<file path="src/sv/ffha_ram.sv">
// ----------------------------------------------------------------------------
// ffha_ram: single-port synchronous RAM
// One address per cycle, read every cycle and written when wr_en is set; read data registered.
// ----------------------------------------------------------------------------
module ffha_ram #(
   parameter int WIDTH = 8,
   parameter int DEPTH = 16
) (
   input  logic                     clock,
   input  logic                     wr_en,
   input  logic [$clog2(DEPTH)-1:0] addr,
   input  logic [WIDTH-1:0]         wr_data,
   output logic [WIDTH-1:0]         rd_data
);

   logic [WIDTH-1:0] mem_ff [DEPTH];
   logic [WIDTH-1:0] rd_data_ff;

   always_ff @(posedge clock) begin
      if (wr_en) begin
         mem_ff[addr] <= wr_data;
      end
      rd_data_ff <= mem_ff[addr];
   end

   assign rd_data = rd_data_ff;

endmodule

</file>
<file path="config.mk">
export PLATFORM = sky130hd
export DESIGN_NAME = ffha_ram
export DESIGN_NICKNAME = d
export VERILOG_FILES = /design/src/sv/ffha_ram.sv
export SDC_FILE = /design/constraint.sdc
export NUM_CORES = 1
export LEC_CHECK = 0
export BUFFER_PORTS_ARGS = -buffer_cell sky130_fd_sc_hd__clkbuf_2
export CORE_UTILIZATION = 40
export DETAILED_ROUTE_END_ITERATION = 6
export PLACE_DENSITY_LB_ADDON = 0.25
export SLEW_MARGIN = 20
export SYNTH_ARGS = -nofsm -noshare
export SYNTH_HDL_FRONTEND = slang
export SYNTH_SLANG_ARGS = --single-unit
</file>
<file path="constraint.sdc">
create_clock -name clock -period 2.73 [get_ports clock]
set_input_delay 0.1365 -clock clock [delete_from_list [all_inputs] [get_ports clock]]
set_output_delay 0.1365 -clock clock [all_outputs]
set_load 0.05 [all_outputs]
</file>
# After elaboration in Yosys (flattened, before gate mapping)
# Memory sizes are Yosys's and may differ from the RTL's. A register that Yosys moved wholly into a read port is not among the register bits.
# Index checks and enable logic that the tools add are counted.
dict set report word_totals {
  register_bits 0
  mem_bits_rw 128
  out_inout_bits 8
  elab_cells 3
  n_memories 1
}
dict set report op_classes {
  muxes 2
}
# name words word_bits rd rd_clocked_by_memory_dff write_ports line
set mem_list {}
lappend mem_list {mem_ff 16 8 1 1 1 16} ;# logic [WIDTH-1:0] mem_ff [DEPTH];
# cell count
set op_table {}
lappend op_table {{$mux 1} 2}

# Depth between registers and ports, before layout
dict set report depth {
  ltp_word 2
  depth_mapped 5
}

# Worst setup path after synthesis
# Ideal clock, no wire load.
dict set report synth_path {
  path_kind {input to register}
  from {input port addr[2]}
  to {memory mem_ff[0][0], enable pin}
  setup_time_ps 383
  arrival_ps 1246
  path_slack_ps 1100
  cell_stages 2
  n_path_buf 0
  path_cell_list {or3b_2 -> nor3_1}
}
# item line
set synth_lines {}
lappend synth_lines {{start, declared} 11} ;# input logic [$clog2(DEPTH)-1:0] addr,
lappend synth_lines {{end, declared} 16}
# Straight into the memory's write port.

==> run_summary.xml <==
<?xml version="1.0" encoding="UTF-8"?>
<metrics>
  <group name="die">
    <metric name="die_h" unit="um">115</metric>
    <metric name="fp.dieW" unit="um">115</metric>
    <metric name="ioPinCount" unit="">22</metric>
    <metric name="cell_row_count" unit="">40</metric>
    <metric name="floorplan.die_area" unit="sq um">13100</metric>
    <metric name="placeableCoreArea" unit="sq um">12200</metric>
    <metric name="initial_core_utilization" unit="%">41.7</metric>
  </group>
  <group name="routing">
    <metric name="detail_route.drc_violations" unit="">0</metric>
    <metric name="average_via_count_per_standard_cell" unit="">5.06</metric>
    <metric name="drt_wl_total" unit="um">9520</metric>
    <metric name="avgRoutedWirePerCell" unit="um">20.7</metric>
    <metric name="route.antenna.remaining_nets" unit="">0</metric>
    <metric name="detailedRoute.firstPassIterationCount" unit="">5</metric>
    <metric name="drt_iter0_drc" unit="">225</metric>
    <metric name="detailroute.via_count" unit="">2328</metric>
  </group>
  <group name="logic_synthesis">
    <metric name="synth.yosys.warnings" unit="">0</metric>
    <metric name="synth_area" unit="sq um">5070</metric>
    <metric name="syn-instance-count" unit="">230</metric>
    <metric name="synth-seq-cells" unit="">136</metric>
    <metric name="avgSynthCellArea" unit="sq um">22.0</metric>
    <metric name="yosys.cell_types.count" unit="">18</metric>
    <metric name="synth_nets" unit="">244</metric>
    <metric name="ys_seq_area_share" unit="%">79.0</metric>
  </group>
  <group name="finish">
    <metric name="flow.area_growth_from_synthesis" unit="%">20.7</metric>
    <metric name="diodes" unit="">0</metric>
    <metric name="instances_no_fill" unit="">460</metric>
    <metric name="finish.net_count" unit="">293</metric>
    <metric name="post_route_cells_drive_above_1_share" unit="%">34.6</metric>
  </group>
  <group name="sta">
    <metric name="rsz0062_at_grt" unit="">no</metric>
    <metric name="final-setup-viol-count" unit="">0</metric>
    <metric name="finalHoldViolCount" unit="">0</metric>
    <metric name="timing.fmax" unit="MHz">706</metric>
    <metric name="final_period_util" unit="%">51.8</metric>
    <metric name="timing.final.crit_period" unit="ns">1.42</metric>
    <metric name="max_slew.worst_pin.slew" unit="ns">0.748</metric>
    <metric name="fin_skew" unit="ns">0.00577</metric>
    <metric name="final.setup.tns" unit="ns">0</metric>
    <metric name="worst_relative_slew_slack" unit="%">50.0</metric>
    <metric name="maxSlewViolCount" unit="">0</metric>
  </group>
  <group name="worst_setup_path">
    <metric name="crit_type" unit="">in -&gt; reg</metric>
    <metric name="critical_path.startpoint_type" unit="">input pin</metric>
    <metric name="critical_path_arrival" unit="ns">1.70</metric>
    <metric name="critical_path_required" unit="ns">3.01</metric>
    <metric name="critPathCaptureType" unit="">flip-flop</metric>
    <metric name="timing.critical_path.fanout_max" unit="">15</metric>
  </group>
  <group name="flow_run">
    <metric name="max_cap_violations" unit="">0</metric>
  </group>
  <group name="placed_design">
    <metric name="numPortBuffers" unit="">21</metric>
    <metric name="weighted_congestion_reported_at_the_end_of_routability_driven_placement" unit="">0.749</metric>
    <metric name="place.detailed.instances" unit="">428</metric>
    <metric name="place_hpwl" unit="um">6340</metric>
  </group>
  <group name="clock_tree">
    <metric name="ctsRootBufferMaster" unit="">clkbuf_16</metric>
    <metric name="cts_resized" unit="">0</metric>
    <metric name="cts.reportedPaths.clkPinSlew" unit="ns">0.05</metric>
    <metric name="ctsLongestPathBuffers" unit="">2</metric>
    <metric name="worstSkewPairLatency" unit="ns">0.40</metric>
    <metric name="htree_num_levels" unit="">4</metric>
    <metric name="cts_tree" unit="">yes</metric>
    <metric name="cts_sinks" unit="">136</metric>
    <metric name="tritoncts.num_buffers" unit="">17</metric>
    <metric name="post-cts-setup-buffers" unit="">0</metric>
    <metric name="post_cts_hold_buffer_count" unit="">0</metric>
  </group>
  <group name="pwr">
    <metric name="power-per-cell-area" unit="nW/um^2">822</metric>
    <metric name="leakage" unit="nW">2.02</metric>
    <metric name="max-vdd-ir-drop" unit="V">0.000454</metric>
  </group>
  <group name="global_route">
    <metric name="antenna_found_initial" unit="">0</metric>
    <metric name="globalRoute.totalOverflow" unit="">0</metric>
    <metric name="grt_max_degree" unit="">26</metric>
    <metric name="gr-usage-all-layers" unit="%">16.3</metric>
    <metric name="grt_first_pass_wirelength" unit="um">14800</metric>
    <metric name="grt_pass1_vias" unit="">2522</metric>
  </group>
  <group name="status">
    <metric name="run_status" unit="">finished clean</metric>
  </group>
  <group name="min_path">
    <metric name="hp-class" unit="">in -&gt; reg</metric>
  </group>
</metrics>
[routing by layer]
metal  global-route usage (%)  part of all wire, %  vias up
met5                        0                    0        -
met2                     27.5                   51       54
li1                         -                    -     1059
met3                     4.08                  4.1        6
met4                     6.49                 0.93        0
met1                     20.3                   44     1209
[cell families after synthesis]
family / share of synthesized area, %
buffers and inverters: 1.19
AND/OR/NAND/NOR: 3.21
multiplexers: 14.2
AO/OA/AOI/OAI: 2.37
flip-flops: 79.0
[registers in the layout (all words and copies together), names as in the netlist]
name / count
mem_ff: 128
rd_data: 8
[metrics by stage]
step           worst slack [ns]  total power [mW]  instance area (sq um)  hold slack, ns  util (%)
2_1_floorplan              1.10              2.56                   5070           0.235         -
4_1_cts                    1.29              5.07                   6120           0.158      50.3
5_1_grt                    1.23              5.18                   6120           0.183      50.3
3_3_place_gp              0.856              2.65                   5490           0.556      45.1
6_report                   1.31              5.03                   6120           0.164      50.3
3_5_place_dp              0.861              2.66                   5490           0.583      45.1
[power breakdown]
group | total [mW] | internal, mW | leakage [nW] | switching, mW
logic | 0.259 | 0.0915 | 0.507 | 0.168
registers | 2.35 | 2.34 | 1.22 | 0.0148
clock network | 2.42 | 1.61 | 0.293 | 0.810
[synthesized netlist by cell type (all sizes together)]
cell,count,area share [%]
edfxtp,128,76
mux4,32,14
a22oi,16,2.4
nor2,13,0.96
nand2,9,0.67
buf,8,0.94
dfxtp,8,3.2
nor3,4,0.40
clkbuf,3,0.25
nand2b,2,0.25
nand3b,2,0.30
nor2b,2,0.25
and2,1,0.12
nand3,1,0.099
or3b,1,0.17
[placed cells by master (no fill, tap or decap)]
cell,count
buf_12,1
clkinv_1,4
nand2_1,9
nand3b_1,2
clkinvlp_4,4
nor2b_1,2
bufinv_16,5
clkbuf_1,1
edfxtp_1,128
nand2b_1,2
dfxtp_1,8
buf_4,19
nand3_1,1
nor3_1,4
nor2_1,13
mux4_2,32
or3b_2,1
and2_1,1
inv_6,1
clkbuf_2,21
a22oi_1,16
clkbuf_16,17
[layout make-up]
| type | count | area [sq um] |
|---|---|---|
| Timing Repair Buffer | 41 | 268 |
| Multi-Input combinational cell | 83 | 1000 |
| Fill cell | 951 | 6040 |
| Clock buffer | 18 | 429 |
| Tap cell | 168 | 210 |
| Sequential cell | 136 | 4000 |
| Clock inverter | 14 | 204 |
[worst max-delay path, cell delays in order]
cell	delay (ns)
clkbuf_2	0.41
buf_4	0.29
mux4_2	0.52
a22oi_1	0.24
nand2_1	0.08
[worst paths after layout]
kind / slack [ns] / cells after the start / startpoint / endpoint
worst max-delay path: 1.31 / 5 / addr[0] / rd_data[3]
worst min-delay path: 0.16 / 1 / wr_data[4] / mem_ff[9][4]
worst max register to register: 1.40 / 3 / mem_ff[0][7] / rd_data[7]
worst min register to register: 0.69 / 3 / mem_ff[13][1] / rd_data[1]
(Power assumes the default switching activity.)
